--- src/rtl/rsmp_pkg.sv ---
`timescale 1ns / 1ps

package rsmp_pkg;

    localparam int PHASE_FRAC_BITS = 16;
    localparam int SAMPLE_W        = 16;
    localparam int DIFF_W          = SAMPLE_W + 1;
    localparam int STEP_W          = 20;
    localparam int GAIN_W          = 16;
    localparam int GAIN_SHIFT      = 15;
    localparam int CFG_DATA_W      = STEP_W;
    localparam int CFG_IDX_W       = 2;

    // phase must hold anything below 1.0 plus one full step
    localparam int PHASE_W = ((STEP_W > PHASE_FRAC_BITS) ? STEP_W : PHASE_FRAC_BITS) + 1;
    localparam int SUM_W   = PHASE_W + 1;
    localparam int MUL1_W  = DIFF_W + PHASE_FRAC_BITS + 1;
    localparam int MUL2_W  = DIFF_W + GAIN_W + 1;

    localparam logic [SUM_W-1:0]  ONE_PHASE = {{(SUM_W-1){1'b0}}, 1'b1} << PHASE_FRAC_BITS;
    localparam logic [SUM_W-1:0]  TWO_PHASE = ONE_PHASE << 1;
    localparam logic [STEP_W-1:0] MIN_STEP  =
        {{(STEP_W-1){1'b0}}, 1'b1} << (PHASE_FRAC_BITS - 4);

    localparam logic [CFG_IDX_W-1:0] CFG_PHASE_STEP = 2'd0;
    localparam logic [CFG_IDX_W-1:0] CFG_GAIN       = 2'd1;
    localparam logic [CFG_IDX_W-1:0] CFG_MONO       = 2'd2;

    localparam logic [STEP_W-1:0] PHASE_STEP_RESET = STEP_W'(65536);
    localparam logic [GAIN_W-1:0] GAIN_RESET       = GAIN_W'(32768);

    localparam int QUEUE_DEPTH = 2;
    localparam int QPTR_W      = (QUEUE_DEPTH > 1) ? $clog2(QUEUE_DEPTH) : 1;
    localparam int QCNT_W      = $clog2(QUEUE_DEPTH + 1);

    typedef struct packed {
        logic [STEP_W-1:0] phase_step;
        logic [GAIN_W-1:0] gain;
        logic              mono;
    } rsmp_cfg_t;

    // one source frame, classified: interpolation span a -> a+d, held frame c
    typedef struct packed {
        logic signed [SAMPLE_W-1:0] a_left;
        logic signed [SAMPLE_W-1:0] a_right;
        logic signed [DIFF_W-1:0]   d_left;
        logic signed [DIFF_W-1:0]   d_right;
        logic signed [SAMPLE_W-1:0] c_left;
        logic signed [SAMPLE_W-1:0] c_right;
        logic                       do_interp;
        logic                       is_end;
    } rsmp_job_t;

    typedef struct packed {
        logic full;
        logic empty;
    } rsmp_queue_status_t;

    typedef enum logic [1:0] {
        BK_IDLE,
        BK_INTERP,
        BK_HOLD
    } rsmp_back_state_t;

endpackage

--- src/rtl/rsmp_front.sv ---
`timescale 1ns / 1ps

module rsmp_front
    import rsmp_pkg::*;
(
    input  logic                       clk,
    input  logic                       rst_n,
    input  logic                       in_valid,
    output logic                       in_ready,
    input  logic signed [SAMPLE_W-1:0] left_in,
    input  logic signed [SAMPLE_W-1:0] right_in,
    input  logic                       stream_end,
    input  logic                       mono,
    input  rsmp_queue_status_t         q_status,
    output logic                       q_push,
    output rsmp_job_t                  job
);

    logic signed [SAMPLE_W-1:0] prev_left_reg;
    logic signed [SAMPLE_W-1:0] prev_right_reg;
    logic                       prev_valid_reg;
    logic                       in_xfer;
    logic signed [SAMPLE_W-1:0] cur_right;
    logic signed [SAMPLE_W-1:0] prv_right;

    assign in_ready = !q_status.full;
    assign in_xfer  = in_valid && in_ready;

    assign cur_right = mono ? left_in : right_in;
    assign prv_right = mono ? prev_left_reg : prev_right_reg;

    always_comb
    begin
        job.a_left    = prev_left_reg;
        job.a_right   = prv_right;
        job.d_left    = DIFF_W'(left_in) - DIFF_W'(prev_left_reg);
        job.d_right   = DIFF_W'(cur_right) - DIFF_W'(prv_right);
        job.c_left    = left_in;
        job.c_right   = cur_right;
        job.do_interp = prev_valid_reg;
        job.is_end    = stream_end;
    end

    // a first frame that does not end the stream is only stored
    assign q_push = in_xfer && (prev_valid_reg || stream_end);

    always_ff @(posedge clk or negedge rst_n)
    begin
        if (!rst_n)
        begin
            prev_valid_reg <= 1'b0;
        end
        else if (in_xfer)
        begin
            prev_valid_reg <= !stream_end;
        end
    end

    // store the raw right sample; mono is applied when a job is built
    always_ff @(posedge clk)
    begin
        if (in_xfer)
        begin
            prev_left_reg  <= left_in;
            prev_right_reg <= right_in;
        end
    end

endmodule

--- src/rtl/rsmp_job_queue.sv ---
`timescale 1ns / 1ps

module rsmp_job_queue
    import rsmp_pkg::*;
(
    input  logic               clk,
    input  logic               rst_n,
    input  logic               push,
    input  rsmp_job_t          push_job,
    input  logic               pop,
    output rsmp_job_t          pop_job,
    output rsmp_queue_status_t status
);

    rsmp_job_t          mem [QUEUE_DEPTH];
    logic [QPTR_W-1:0]  wr_ptr_reg;
    logic [QPTR_W-1:0]  rd_ptr_reg;
    logic [QCNT_W-1:0]  count_reg;
    logic [QCNT_W-1:0]  count_next;

    assign status.full  = (count_reg == QCNT_W'(QUEUE_DEPTH));
    assign status.empty = (count_reg == '0);
    assign pop_job      = mem[rd_ptr_reg];

    always_comb
    begin
        count_next = count_reg;
        if (push && !pop)
        begin
            count_next = count_reg + 1'b1;
        end
        else if (pop && !push)
        begin
            count_next = count_reg - 1'b1;
        end
    end

    always_ff @(posedge clk or negedge rst_n)
    begin
        if (!rst_n)
        begin
            wr_ptr_reg <= '0;
            rd_ptr_reg <= '0;
            count_reg  <= '0;
        end
        else
        begin
            count_reg <= count_next;
            if (push)
            begin
                wr_ptr_reg <= (wr_ptr_reg == QPTR_W'(QUEUE_DEPTH - 1)) ? '0 : wr_ptr_reg + 1'b1;
            end
            if (pop)
            begin
                rd_ptr_reg <= (rd_ptr_reg == QPTR_W'(QUEUE_DEPTH - 1)) ? '0 : rd_ptr_reg + 1'b1;
            end
        end
    end

    always_ff @(posedge clk)
    begin
        if (push)
        begin
            mem[wr_ptr_reg] <= push_job;
        end
    end

endmodule

--- src/rtl/rsmp_back.sv ---
`timescale 1ns / 1ps

module rsmp_back
    import rsmp_pkg::*;
(
    input  logic                       clk,
    input  logic                       rst_n,
    input  rsmp_queue_status_t         q_status,
    input  rsmp_job_t                  job,
    output logic                       q_pop,
    input  logic [STEP_W-1:0]          phase_step,
    input  logic [GAIN_W-1:0]          gain,
    output logic                       out_valid,
    input  logic                       out_ready,
    output logic signed [SAMPLE_W-1:0] left_out,
    output logic signed [SAMPLE_W-1:0] right_out,
    output logic                       has_sample,
    output logic                       end_of_stream
);

    localparam logic signed [MUL2_W-1:0] SAT_MAX = MUL2_W'((1 << (SAMPLE_W - 1)) - 1);
    localparam logic signed [MUL2_W-1:0] SAT_MIN = -MUL2_W'(1 << (SAMPLE_W - 1));

    function automatic logic signed [SAMPLE_W-1:0] sat_sample(
        input logic signed [MUL2_W-1:0] prod
    );
        logic signed [MUL2_W-1:0] v;
        v = prod >>> GAIN_SHIFT;
        if (v > SAT_MAX)
            return SAT_MAX[SAMPLE_W-1:0];
        else if (v < SAT_MIN)
            return SAT_MIN[SAMPLE_W-1:0];
        else
            return v[SAMPLE_W-1:0];
    endfunction

    rsmp_back_state_t state_reg;
    rsmp_back_state_t state_next;
    logic [PHASE_W-1:0] phase_reg;
    logic [PHASE_W-1:0] phase_next;
    logic               emitted_reg;
    logic               emitted_next;
    rsmp_job_t          job_reg;

    logic [STEP_W-1:0]  step;
    logic [SUM_W-1:0]   phase_ext;
    logic [SUM_W-1:0]   phase_adv;
    logic               below_one;

    // issue into the arithmetic pipeline
    logic                        iss_valid;
    logic signed [SAMPLE_W-1:0]  iss_a_left;
    logic signed [SAMPLE_W-1:0]  iss_a_right;
    logic signed [DIFF_W-1:0]    iss_d_left;
    logic signed [DIFF_W-1:0]    iss_d_right;
    logic [PHASE_FRAC_BITS-1:0]  iss_frac;
    logic                        iss_has;
    logic                        iss_end;

    logic signed [MUL1_W-1:0]    mul1_left;
    logic signed [MUL1_W-1:0]    mul1_right;
    logic signed [DIFF_W-1:0]    interp_left;
    logic signed [DIFF_W-1:0]    interp_right;
    logic signed [MUL2_W-1:0]    mul2_left;
    logic signed [MUL2_W-1:0]    mul2_right;

    logic                        s1_valid_reg;
    logic signed [SAMPLE_W-1:0]  s1_a_left_reg;
    logic signed [SAMPLE_W-1:0]  s1_a_right_reg;
    logic signed [MUL1_W-1:0]    s1_prod_left_reg;
    logic signed [MUL1_W-1:0]    s1_prod_right_reg;
    logic                        s1_has_reg;
    logic                        s1_end_reg;

    logic                        s2_valid_reg;
    logic signed [MUL2_W-1:0]    s2_prod_left_reg;
    logic signed [MUL2_W-1:0]    s2_prod_right_reg;
    logic                        s2_has_reg;
    logic                        s2_end_reg;

    logic                        out_valid_reg;
    logic signed [SAMPLE_W-1:0]  left_out_reg;
    logic signed [SAMPLE_W-1:0]  right_out_reg;
    logic                        has_sample_reg;
    logic                        end_of_stream_reg;

    logic en_out;
    logic en_s2;
    logic en_s1;

    assign en_out = !out_valid_reg || out_ready;
    assign en_s2  = !s2_valid_reg || en_out;
    assign en_s1  = !s1_valid_reg || en_s2;

    assign step      = (phase_step < MIN_STEP) ? MIN_STEP : phase_step;
    assign phase_ext = SUM_W'(phase_reg);
    assign phase_adv = phase_ext + SUM_W'(step);
    assign below_one = phase_ext < ONE_PHASE;

    always_comb
    begin
        state_next = state_reg;
        case (state_reg)
            BK_IDLE:
            begin
                if (!q_status.empty)
                    state_next = job.do_interp ? BK_INTERP : BK_HOLD;
            end
            BK_INTERP:
            begin
                if (!below_one)
                    state_next = job_reg.is_end ? BK_HOLD : BK_IDLE;
            end
            BK_HOLD:
            begin
                if (!below_one && (emitted_reg || en_s1))
                    state_next = BK_IDLE;
            end
            default:
            begin
                state_next = BK_IDLE;
            end
        endcase
    end

    always_comb
    begin
        q_pop        = 1'b0;
        phase_next   = phase_reg;
        emitted_next = emitted_reg;
        iss_valid    = 1'b0;
        iss_a_left   = '0;
        iss_a_right  = '0;
        iss_d_left   = '0;
        iss_d_right  = '0;
        iss_frac     = phase_reg[PHASE_FRAC_BITS-1:0];
        iss_has      = 1'b0;
        iss_end      = 1'b0;
        case (state_reg)
            BK_IDLE:
            begin
                q_pop = !q_status.empty;
                if (!q_status.empty)
                    emitted_next = 1'b0;
            end
            BK_INTERP:
            begin
                if (below_one)
                begin
                    if (en_s1)
                    begin
                        iss_valid    = 1'b1;
                        iss_a_left   = job_reg.a_left;
                        iss_a_right  = job_reg.a_right;
                        iss_d_left   = job_reg.d_left;
                        iss_d_right  = job_reg.d_right;
                        iss_has      = 1'b1;
                        // mark end here when the hold span that follows is empty
                        iss_end      = job_reg.is_end && (phase_adv >= TWO_PHASE);
                        phase_next   = phase_adv[PHASE_W-1:0];
                        emitted_next = 1'b1;
                    end
                end
                else
                begin
                    phase_next = PHASE_W'(phase_ext - ONE_PHASE);
                end
            end
            BK_HOLD:
            begin
                if (below_one)
                begin
                    if (en_s1)
                    begin
                        iss_valid    = 1'b1;
                        iss_a_left   = job_reg.c_left;
                        iss_a_right  = job_reg.c_right;
                        iss_has      = 1'b1;
                        iss_end      = (phase_adv >= ONE_PHASE);
                        phase_next   = phase_adv[PHASE_W-1:0];
                        emitted_next = 1'b1;
                    end
                end
                else if (emitted_reg)
                begin
                    phase_next = '0;
                end
                else if (en_s1)
                begin
                    // nothing carried the end mark: send a sampleless result
                    iss_valid  = 1'b1;
                    iss_end    = 1'b1;
                    phase_next = '0;
                end
            end
            default:
            begin
                q_pop = 1'b0;
            end
        endcase
    end

    always_ff @(posedge clk or negedge rst_n)
    begin
        if (!rst_n)
        begin
            state_reg   <= BK_IDLE;
            phase_reg   <= '0;
            emitted_reg <= 1'b0;
        end
        else
        begin
            state_reg   <= state_next;
            phase_reg   <= phase_next;
            emitted_reg <= emitted_next;
        end
    end

    always_ff @(posedge clk)
    begin
        if (q_pop)
            job_reg <= job;
    end

    assign mul1_left  = MUL1_W'(iss_d_left) * MUL1_W'($signed({1'b0, iss_frac}));
    assign mul1_right = MUL1_W'(iss_d_right) * MUL1_W'($signed({1'b0, iss_frac}));

    assign interp_left  = DIFF_W'(s1_a_left_reg) + DIFF_W'(s1_prod_left_reg >>> PHASE_FRAC_BITS);
    assign interp_right = DIFF_W'(s1_a_right_reg) + DIFF_W'(s1_prod_right_reg >>> PHASE_FRAC_BITS);

    assign mul2_left  = MUL2_W'(interp_left) * MUL2_W'($signed({1'b0, gain}));
    assign mul2_right = MUL2_W'(interp_right) * MUL2_W'($signed({1'b0, gain}));

    always_ff @(posedge clk or negedge rst_n)
    begin
        if (!rst_n)
        begin
            s1_valid_reg  <= 1'b0;
            s2_valid_reg  <= 1'b0;
            out_valid_reg <= 1'b0;
        end
        else
        begin
            if (en_s1)
                s1_valid_reg <= iss_valid;
            if (en_s2)
                s2_valid_reg <= s1_valid_reg;
            if (en_out)
                out_valid_reg <= s2_valid_reg;
        end
    end

    always_ff @(posedge clk)
    begin
        if (en_s1)
        begin
            s1_a_left_reg     <= iss_a_left;
            s1_a_right_reg    <= iss_a_right;
            s1_prod_left_reg  <= mul1_left;
            s1_prod_right_reg <= mul1_right;
            s1_has_reg        <= iss_has;
            s1_end_reg        <= iss_end;
        end
        if (en_s2)
        begin
            s2_prod_left_reg  <= mul2_left;
            s2_prod_right_reg <= mul2_right;
            s2_has_reg        <= s1_has_reg;
            s2_end_reg        <= s1_end_reg;
        end
        if (en_out)
        begin
            left_out_reg      <= sat_sample(s2_prod_left_reg);
            right_out_reg     <= sat_sample(s2_prod_right_reg);
            has_sample_reg    <= s2_has_reg;
            end_of_stream_reg <= s2_end_reg;
        end
    end

    assign out_valid     = out_valid_reg;
    assign left_out      = left_out_reg;
    assign right_out     = right_out_reg;
    assign has_sample    = has_sample_reg;
    assign end_of_stream = end_of_stream_reg;

endmodule

--- src/rtl/linear_interp_audio_resampler_core.sv ---
`timescale 1ns / 1ps

// channel   signals                                        direction
// input     in_valid/in_ready, left_in, right_in, stream_end   in
// output    out_valid/out_ready, left_out, right_out,          out
//           has_sample, end_of_stream
// config    cfg_valid/cfg_ready, cfg_index, cfg_data           in
//
// The idle state dequeues an item; the phase sequencer then issues its results as
// the pipeline takes them and closes each span (interpolation and, on stream end,
// hold) in its own step. Results cross the two-multiplier s1/s2/output registers.
// Reset clears the held-frame flag, the phase, the job queue and all valids;
// configuration returns to step 1.0, unity gain, stereo. cfg_ready is always high.
// A stalled output freezes the pipeline and halts issue by the sequencer; the front
// keeps taking frames until the two-entry job queue is full.

module linear_interp_audio_resampler_core
    import rsmp_pkg::*;
(
    input  logic                       clk,
    input  logic                       rst_n,
    input  logic                       in_valid,
    output logic                       in_ready,
    input  logic signed [SAMPLE_W-1:0] left_in,
    input  logic signed [SAMPLE_W-1:0] right_in,
    input  logic                       stream_end,
    output logic                       out_valid,
    input  logic                       out_ready,
    output logic signed [SAMPLE_W-1:0] left_out,
    output logic signed [SAMPLE_W-1:0] right_out,
    output logic                       has_sample,
    output logic                       end_of_stream,
    input  logic                       cfg_valid,
    output logic                       cfg_ready,
    input  logic [CFG_IDX_W-1:0]       cfg_index,
    input  logic [CFG_DATA_W-1:0]      cfg_data
);

    rsmp_cfg_t          cfg_reg;
    rsmp_queue_status_t q_status;
    rsmp_job_t          push_job;
    rsmp_job_t          pop_job;
    logic               q_push;
    logic               q_pop;

    assign cfg_ready = 1'b1;

    always_ff @(posedge clk or negedge rst_n)
    begin
        if (!rst_n)
        begin
            cfg_reg.phase_step <= PHASE_STEP_RESET;
            cfg_reg.gain       <= GAIN_RESET;
            cfg_reg.mono       <= 1'b0;
        end
        else if (cfg_valid && cfg_ready)
        begin
            case (cfg_index)
                CFG_PHASE_STEP: cfg_reg.phase_step <= cfg_data[STEP_W-1:0];
                CFG_GAIN:       cfg_reg.gain       <= cfg_data[GAIN_W-1:0];
                CFG_MONO:       cfg_reg.mono       <= cfg_data[0];
                default:        cfg_reg            <= cfg_reg;
            endcase
        end
    end

    rsmp_front u_front
    (
        .clk        (clk),
        .rst_n      (rst_n),
        .in_valid   (in_valid),
        .in_ready   (in_ready),
        .left_in    (left_in),
        .right_in   (right_in),
        .stream_end (stream_end),
        .mono       (cfg_reg.mono),
        .q_status   (q_status),
        .q_push     (q_push),
        .job        (push_job)
    );

    rsmp_job_queue u_queue
    (
        .clk      (clk),
        .rst_n    (rst_n),
        .push     (q_push),
        .push_job (push_job),
        .pop      (q_pop),
        .pop_job  (pop_job),
        .status   (q_status)
    );

    rsmp_back u_back
    (
        .clk           (clk),
        .rst_n         (rst_n),
        .q_status      (q_status),
        .job           (pop_job),
        .q_pop         (q_pop),
        .phase_step    (cfg_reg.phase_step),
        .gain          (cfg_reg.gain),
        .out_valid     (out_valid),
        .out_ready     (out_ready),
        .left_out      (left_out),
        .right_out     (right_out),
        .has_sample    (has_sample),
        .end_of_stream (end_of_stream)
    );

    a_no_push_full: assert property (@(posedge clk) disable iff (!rst_n)
        q_push |-> !q_status.full)
        else $error("job pushed into a full queue");

    a_no_pop_empty: assert property (@(posedge clk) disable iff (!rst_n)
        q_pop |-> !q_status.empty)
        else $error("job popped from an empty queue");

    a_sampleless_is_end: assert property (@(posedge clk) disable iff (!rst_n)
        (out_valid && !has_sample) |-> (end_of_stream && left_out == '0 && right_out == '0))
        else $error("sampleless result without end mark or with data");

endmodule
--- config.mk ---
export PLATFORM = sky130hd
export DESIGN_NAME = linear_interp_audio_resampler_core
export DESIGN_NICKNAME = d
export VERILOG_FILES = /design/src/rtl/rsmp_pkg.sv /design/src/rtl/rsmp_front.sv /design/src/rtl/rsmp_job_queue.sv /design/src/rtl/rsmp_back.sv /design/src/rtl/linear_interp_audio_resampler_core.sv
export SDC_FILE = /design/constraint.sdc
export NUM_CORES = 2
export LEC_CHECK = 0
export BUFFER_PORTS_ARGS = -buffer_cell sky130_fd_sc_hd__buf_2
export CAP_MARGIN = 20
export CELL_PAD_IN_SITES_DETAIL_PLACEMENT = 1
export CELL_PAD_IN_SITES_GLOBAL_PLACEMENT = 1
export CORE_UTILIZATION = 35
export CTS_CLUSTER_SIZE = 10
export DETAILED_ROUTE_END_ITERATION = 8
export HOLD_SLACK_MARGIN = 0.1
export PLACE_DENSITY_LB_ADDON = 0.15
export SLEW_MARGIN = 10
export SYNTH_ARGS = -nofsm -noshare
export SYNTH_HDL_FRONTEND = slang
export SYNTH_HIERARCHICAL = 1
export SYNTH_SLANG_ARGS = --single-unit
--- constraint.sdc ---
create_clock -name clk -period 14.4 [get_ports clk]
set_clock_uncertainty 0.15 [all_clocks]
set_input_delay 1.44 -clock clk [delete_from_list [all_inputs] [get_ports clk]]
set_output_delay 1.44 -clock clk [all_outputs]
set_load 0.1 [all_outputs]
# Yosys cells after proc, flatten, opt, wreduce, memory -nomap -nowiden

Memory sizes are Yosys's and may differ from the RTL's.
Cells that the tools add are included.

Shift-type cells: 0
Muxes and demuxes: 47
Bitwise gates (word level): 0
$mul: 4
Reduce and logical (&&, ||, !) cells: 33
Equality and inequality tests: 11
Magnitude comparators: 8
Add/sub/neg operators: 10
Div/mod/pow operators: 0

Operators by type and width:

| kind                     | number |
|---|---|
| $mux W16                 | 8 |
| $mux W21                 | 5 |
| $mux W17                 | 6 |
| $mul A17 B17 Y34         | 2 |
| $mul A17 B17 Y33         | 2 |
| $pmux W16 S2             | 2 |
| $pmux W21 S2             | 1 |
| $gt A19 B16 Y1 const B   | 2 |
| $lt A19 B16 Y1 const B   | 2 |
| $add A16 B17 Y17         | 2 |
| $sub A16 B16 Y17         | 2 |
| $add A21 B20 Y22         | 1 |
| $ge A22 B17 Y1 const B   | 1 |
| $ge A22 B18 Y1 const B   | 1 |
| $lt A21 B17 Y1 const B   | 1 |
| $sub A21 B17 Y21 const B | 1 |
| $lt A20 B13 Y1 const B   | 1 |
| $mux W20                 | 1 |
| $mux W2                  | 7 |
| $mux W1                  | 13 |
| $logic_not A1 Y1         | 9 |
| $reduce_and A2 Y1        | 4 |
| $eq A2 B2 Y1 const B     | 3 |
| $logic_and A1 B1 Y1      | 6 |
| 15 further kinds         | 30 |

Memories: 1
RAM bits: 200
Output and inout bits: 37
Flip-flop bits (word level): 404
Bits in read-only memories: 0
Bits in latches: 0

Memories:

| memory      | depth | width | rd ports | clocked after memory_dff | wr ports | RTL line             | source |
|---|---|---|---|---|---|---|---|
| u_queue.mem | 2     | 100   | 1        | 0                        | 1        | rsmp_job_queue.sv:15 | `rsmp_job_t mem [QUEUE_DEPTH];` |

# Logic depth before layout (Yosys ltp)

Depth in word-level cells: 8
Depth in mapped cells: 35

# By module

The synthesis kept the hierarchy.

Modules (own cells, without submodules):

| module                             | area an instance (um2) | cells each | instances | seq. area each (um2) |
|---|---|---|---|---|
| rsmp_back                          | 53,005.8               | 5,525      | 1         | 7,912.6 |
| rsmp_job_queue                     | 7,852.5                | 327        | 1         | 6,105.9 |
| rsmp_front                         | 3,181.8                | 340        | 1         | 985.9 |
| linear_interp_audio_resampler_core | 1,460.2                | 82         | 1         | 928.4 |

# Worst setup path after synthesis

Ideal clock, no wire load.

Path type: input to register
Start: in out_ready
End: reg u_back.s1_prod_right_reg[27] (data pin)
Data arrival time: 9.426 ns
Required time: 13.989 ns
Path slack: 4.563 ns
Cell stages on the path: 30
Cell sequence: nor2b_1 and3_1 inv_1 and3_1 clkbuf_1 clkbuf_1 and2_1 clkbuf_1 nand2_1 fa_1 inv_1 fa_1 inv_1 fa_1 inv_1 fa_1 fa_1 inv_1 fa_1 inv_1 ha_1 o21a_1 o21ai_0 nand2_1 o21ai_0 a211oi_1 nor2_1 a2111oi_2 nor4_1 a311o_1

Word-level cells in the longest chain between the ends: 7

Ends and longest elaborated chain:

| item                      | RTL line                                 | source |
|---|---|---|
| start, declared           | linear_interp_audio_resampler_core.sv:28 | `input logic out_ready,` |
| $logic_or A1 B1 Y1        | rsmp_back.sv:91                          | `assign en_out = !out_valid_reg \|\| out_ready;` |
| $logic_or A1 B1 Y1        | rsmp_back.sv:92                          | `assign en_s2 = !s2_valid_reg \|\| en_out;` |
| $logic_or A1 B1 Y1        | rsmp_back.sv:93                          | `assign en_s1 = !s1_valid_reg \|\| en_s2;` |
| $mux W17                  | rsmp_back.sv:150                         | `if (en_s1)` |
| $mux W17                  | rsmp_back.sv:148                         | `if (below_one)` |
| $mux W17                  | rsmp_back.sv:139                         | `case (state_reg)` |
| $mul A17 B17 Y33          | rsmp_back.sv:226                         | `assign mul1_right = MUL1_W'(iss_d_right) * MUL1_W'($signed({1'b0, iss_frac}));` |
| net u_back.mul1_right[27] | rsmp_back.sv:61                          | `logic signed [MUL1_W-1:0] mul1_right;` |
| end signal, assigned      | rsmp_back.sv:260                         | `s1_prod_right_reg <= mul1_right;` |
| end, declared             | rsmp_back.sv:71                          | `logic signed [MUL1_W-1:0] s1_prod_right_reg;` |

The timed path passes the listed nets, and every way through them passes these cells.
A chain may end at the register's enable or synchronous reset.

# Worst setup path after layout

Start: in out_ready
End: reg u_back.s1_prod_left_reg[32] (data pin)

Word-level cells in the longest chain between the ends: 7

Ends and longest elaborated chain:

| item                     | RTL line         | source |
|---|---|---|
| $logic_or A1 B1 Y1       | rsmp_back.sv:91  |  |
| $logic_or A1 B1 Y1       | rsmp_back.sv:92  |  |
| $logic_or A1 B1 Y1       | rsmp_back.sv:93  |  |
| $mux W17                 | rsmp_back.sv:150 |  |
| $mux W17                 | rsmp_back.sv:148 |  |
| $mux W17                 | rsmp_back.sv:139 |  |
| $mul A17 B17 Y33         | rsmp_back.sv:225 | `assign mul1_left = MUL1_W'(iss_d_left) * MUL1_W'($signed({1'b0, iss_frac}));` |
| net u_back.mul1_left[32] | rsmp_back.sv:60  | `logic signed [MUL1_W-1:0] mul1_left;` |
| end signal, assigned     | rsmp_back.sv:259 | `s1_prod_left_reg <= mul1_left;` |
| end, declared            | rsmp_back.sv:70  | `logic signed [MUL1_W-1:0] s1_prod_left_reg;` |

The timed path passes the listed nets, and every way through them passes these cells.

==> metrics.txt <==
# TYPE chip_impl_metric gauge
chip_impl_info{name="run_status",value="completed"} 1
chip_impl_metric{name="global_router_s_overall_resource_usage",unit="%"} 20.0
chip_impl_metric{name="max_cap_violations",unit=""} 0
chip_impl_metric{name="final-hold-violation-count",unit=""} 0
chip_impl_info{name="top_layer_used",value="met5"} 1
chip_impl_metric{name="num-fill-cells",unit=""} 20545
chip_impl_metric{name="final_layout_size_suffix_gt1_share",unit="%"} 7.70
chip_impl_info{name="hold_path_class",value="flop to flop"} 1
chip_impl_metric{name="syn_nets",unit=""} 7849
chip_impl_metric{name="ys_seq_area_share",unit="%"} 24.3
chip_impl_metric{name="crit_fanout",unit=""} 107
chip_impl_metric{name="postLayoutCoreUtil",unit="%"} 38.0
chip_impl_metric{name="wl_met2",unit="um"} 90200
chip_impl_info{name="r2r_start",value="u_back/s1_a_right_reg[2]$_DFFE_PN_"} 1
chip_impl_metric{name="number_of_buffers_added_to_fix_hold_violations_after_cts",unit=""} 0
chip_impl_metric{name="antenna_found_initial",unit=""} 3
chip_impl_metric{name="worst_ep_required_time",unit="ns"} 14.68
chip_impl_metric{name="timing.final.max_slew_violations",unit=""} 0
chip_impl_metric{name="gp_routability_congestion",unit=""} 0.822
chip_impl_metric{name="finalWirelength",unit="um"} 183000
chip_impl_metric{name="pre_cts_ws",unit="ns"} 3.73
chip_impl_metric{name="synth.yosys.warnings",unit=""} 6
chip_impl_metric{name="antenna_violating_nets_post_route",unit=""} 0
chip_impl_metric{name="largest_reg_flops",unit=""} 200
chip_impl_metric{name="leakage_power",unit="uW"} 0.0345
chip_impl_metric{name="multiInputGateArea",unit="um2"} 42900
chip_impl_metric{name="post_drt_via_cell_ratio",unit=""} 4.84
chip_impl_metric{name="cts.repair_timing.setup_buffer_count",unit=""} 0
chip_impl_info{name="yosys_most_used_dff",value="edfxtp_1"} 1
chip_impl_metric{name="worst-slew-pin-transition",unit="ns"} 1.13
chip_impl_metric{name="worst-r2r-setup-slack",unit="ns"} 4.53
chip_impl_metric{name="synthCells",unit=""} 6274
chip_impl_metric{name="die_w",unit="um"} 435
chip_impl_metric{name="drt_first_pass_iters",unit=""} 7
chip_impl_info{name="cts_root_buf",value="clkbuf_16"} 1
chip_impl_info{name="worst_r2r_endpoint",value="u_back/s2_prod_right_reg[33]$_DFFE_PP_"} 1
chip_impl_metric{name="final.setup.worst_slack",unit="ns"} 4.52
chip_impl_metric{name="synthArstFlopShare",unit="%"} 12.7
chip_impl_metric{name="met3WireLength",unit="um"} 4570
chip_impl_metric{name="timing.final.crit_share",unit="%"} 68.6
chip_impl_info{name="critical-path-top-cell-by-count",value="fa_1"} 1
chip_impl_metric{name="arrival",unit="ns"} 10.16
chip_impl_metric{name="core_outline_area",unit="um2"} 186000
chip_impl_metric{name="number_of_buffers_inserted_during_clock_tree_synthesis",unit=""} 68
chip_impl_info{name="endpoint_kind",value="flop"} 1
chip_impl_metric{name="slew_headroom",unit="%"} 24.5
chip_impl_info{name="holdPathEnd",value="u_back/s2_has_reg$_DFFE_PP_"} 1
chip_impl_metric{name="synth.cell_area",unit="um2"} 65500
chip_impl_metric{name="post_synthesis_average_cell_area",unit="um2"} 10.4
chip_impl_metric{name="power_per_cell_area",unit="nW/um2"} 206
chip_impl_metric{name="globalRoute.totalOverflow",unit=""} 0
chip_impl_metric{name="setup_violations",unit=""} 0
chip_impl_info{name="cp_slowest_cell",value="and3_4"} 1
chip_impl_metric{name="synth_edf_count",unit=""} 473
chip_impl_metric{name="finalWorstPathRequiredPeriod",unit="ns"} 9.88
chip_impl_metric{name="clock_tree.buffer_depth",unit=""} 3
chip_impl_metric{name="routed-via-count",unit=""} 42355
chip_impl_metric{name="hold-path-cell-count",unit=""} 0
chip_impl_info{name="hold_path_startpoint",value="u_back/s1_has_reg$_SDFFCE_PP0N_"} 1
chip_impl_metric{name="grt_start_max_net_pins",unit=""} 108
chip_impl_metric{name="routedLengthMet1",unit="um"} 85100
chip_impl_info{name="startpoint_type",value="input pin"} 1
chip_impl_metric{name="layout.nets",unit=""} 7803
chip_impl_metric{name="initialDrtViolationCount",unit=""} 1918
chip_impl_metric{name="synthDistinctLibCells",unit=""} 91
chip_impl_metric{name="die_area",unit="um2"} 189000
chip_impl_metric{name="sequential_cell_area",unit="um2"} 15900
chip_impl_metric{name="drt-wirelength-per-cell",unit="um"} 20.9
chip_impl_metric{name="power.ir.vdd_worst",unit="mV"} 0.231
chip_impl_metric{name="post_cts.resized_instances",unit=""} 0
chip_impl_metric{name="first_pass_grt_wire_length",unit="um"} 287000
chip_impl_metric{name="critPathMaxStageDelay",unit="ns"} 0.78
chip_impl_metric{name="insertion_delay",unit="ns"} 0.68
chip_impl_info{name="cts_tree",value="built"} 1
chip_impl_metric{name="synthesized_flop_and_latch_total",unit=""} 542
chip_impl_metric{name="drt_drc_violations_left",unit=""} 0
chip_impl_metric{name="max_freq",unit="MHz"} 101
chip_impl_info{name="rsz0062_at_grt",value="false"} 1
chip_impl_metric{name="hpwl",unit="um"} 144000
chip_impl_metric{name="cts-htree-levels",unit=""} 3
chip_impl_metric{name="io_pins",unit=""} 97
chip_impl_metric{name="die_height",unit="um"} 435
chip_impl_metric{name="number_of_global_route_vias_before_repair",unit=""} 47626
chip_impl_metric{name="total_clock_sinks",unit=""} 542
chip_impl_metric{name="placementRows",unit=""} 158
chip_impl_metric{name="buffer_ports.inserted",unit=""} 95
chip_impl_metric{name="reg2reg_depth",unit=""} 26
chip_impl_metric{name="clk_transition_reported_paths",unit="ns"} 0.05
chip_impl_metric{name="initial_utilization",unit="%"} 35.3
chip_impl_metric{name="areaGrowthSynthToFinish",unit="%"} 7.62
chip_impl_metric{name="whs",unit="ns"} 0.276
chip_impl_metric{name="fin_setup_tns",unit="ns"} 0
chip_impl_info{name="worst-setup-path-type",value="input pin to flop"} 1
## worst max-delay path, delay by kind of cell
kind / cells / cell delay (ns)
and+or+nand+nor: 7 / 2.10
buffers and inverters: 9 / 1.64
adders and majority gates: 7 / 3.28
AOI/OAI and AO/OA: 5 / 1.57
## synth_stat cells (81+ instances only)
| master | count | area share [%] |
|---|---|---|
| nor2_1 | 97 | 0.56 |
| clkbuf_1 | 228 | 1.3 |
| inv_1 | 1442 | 8.3 |
| mux2_4 | 113 | 2.6 |
| nand2_1 | 712 | 4.1 |
| nor2b_1 | 81 | 0.77 |
| and3_1 | 249 | 2.4 |
| fa_1 | 1091 | 33 |
| edfxtp_1 | 473 | 22 |
| ha_1 | 424 | 8.1 |
| and2_1 | 265 | 2.5 |
| a21oi_1 | 115 | 0.88 |
| xnor2_1 | 133 | 1.8 |
## metrics by stage
| stage | std cells | area [um2] | power, uW |
|---|---|---|---|
| floorplan | 6274 | 65500 | 10200 |
| global placement | 8635 | 68400 | 12900 |
| detailed placement | 8636 | 68400 | 13100 |
| CTS | 8739 | 70400 | 14800 |
| global route | 8741 | 70500 | 16000 |
| finish | 8746 | 70500 | 14500 |
## cell families (layout without fill, tap and decap cells)
| family | after synthesis | after routing | share of synthesized area (%) |
|---|---|---|---|
| buffers and inverters | 1735 | 1722 | 10.4 |
| and+or+nand+nor | 1609 | 1609 | 12.2 |
| adders and majority gates | 1522 | 1522 | 41.6 |
| DFF | 542 | 542 | 24.3 |
| AOI/OAI and AO/OA | 478 | 478 | 4.99 |
| muxes | 208 | 208 | 4.16 |
| xor gates and xnor gates | 179 | 179 | 2.39 |
| other | 1 | 6 | 0.00573 |
## where the power goes
part / switching [uW] / total, uW / internal (uW)
sequential: 372 / 2990 / 2620
combinational: 6100 / 9900 / 3800
clock: 687 / 1600 / 911
total: 7160 / 14500 / 7330
## area by class of cell
class                           count  area share, %
Sequential cell                   542           22.6
Clock buffer                       84           2.53
Multi-Input combinational cell   3997           60.8
Clock inverter                     19          0.325
Inverter                         1442           7.68
Tap cell                         2480           4.40
Timing Repair Buffer              177           1.62
Antenna cell                        5         0.0177
## cell usage in the layout, fill, tap and decap left out, drive strengths merged, types with 66 or more instances in the layout
master,Yosys,routed
o21ai,71,71
ha,424,424
edfxtp,473,473
xnor2,133,133
nand2,712,712
nor2,97,97
a21oi,117,117
o21a,66,66
clkbuf,228,84
fa,1091,1091
and2,267,267
and3,249,249
dfrtp,67,67
inv,1442,1442
nor2b,81,81
mux2,174,174
buf,65,177
## how the worst max path moves through the flow
stage	start	to	depth (start not counted)
after global placement	out_ready	u_back/s1_prod_left_reg[32]$_DFFE_PN_	28
after detailed placement	out_ready	u_back/s1_prod_left_reg[32]$_DFFE_PN_	28
final	out_ready	u_back/s1_prod_left_reg[32]$_DFFE_PN_	28
after CTS	u_back/s1_a_right_reg[0]$_DFFE_PN_	u_back/s2_prod_right_reg[33]$_DFFE_PP_	28
after floorplan	out_ready	u_back/s1_prod_right_reg[27]$_DFFE_PN_	30
after global routing	u_back/s1_a_right_reg[0]$_DFFE_PN_	u_back/s2_prod_right_reg[33]$_DFFE_PP_	28
## layer usage
metal	vias up	global-route usage, %
met5	-	0
met1	22384	27.2
met3	154	1.98
met2	484	34.7
li1	19329	-
met4	4	3.76
No activity file was read; power rests on OpenSTA's default activity.
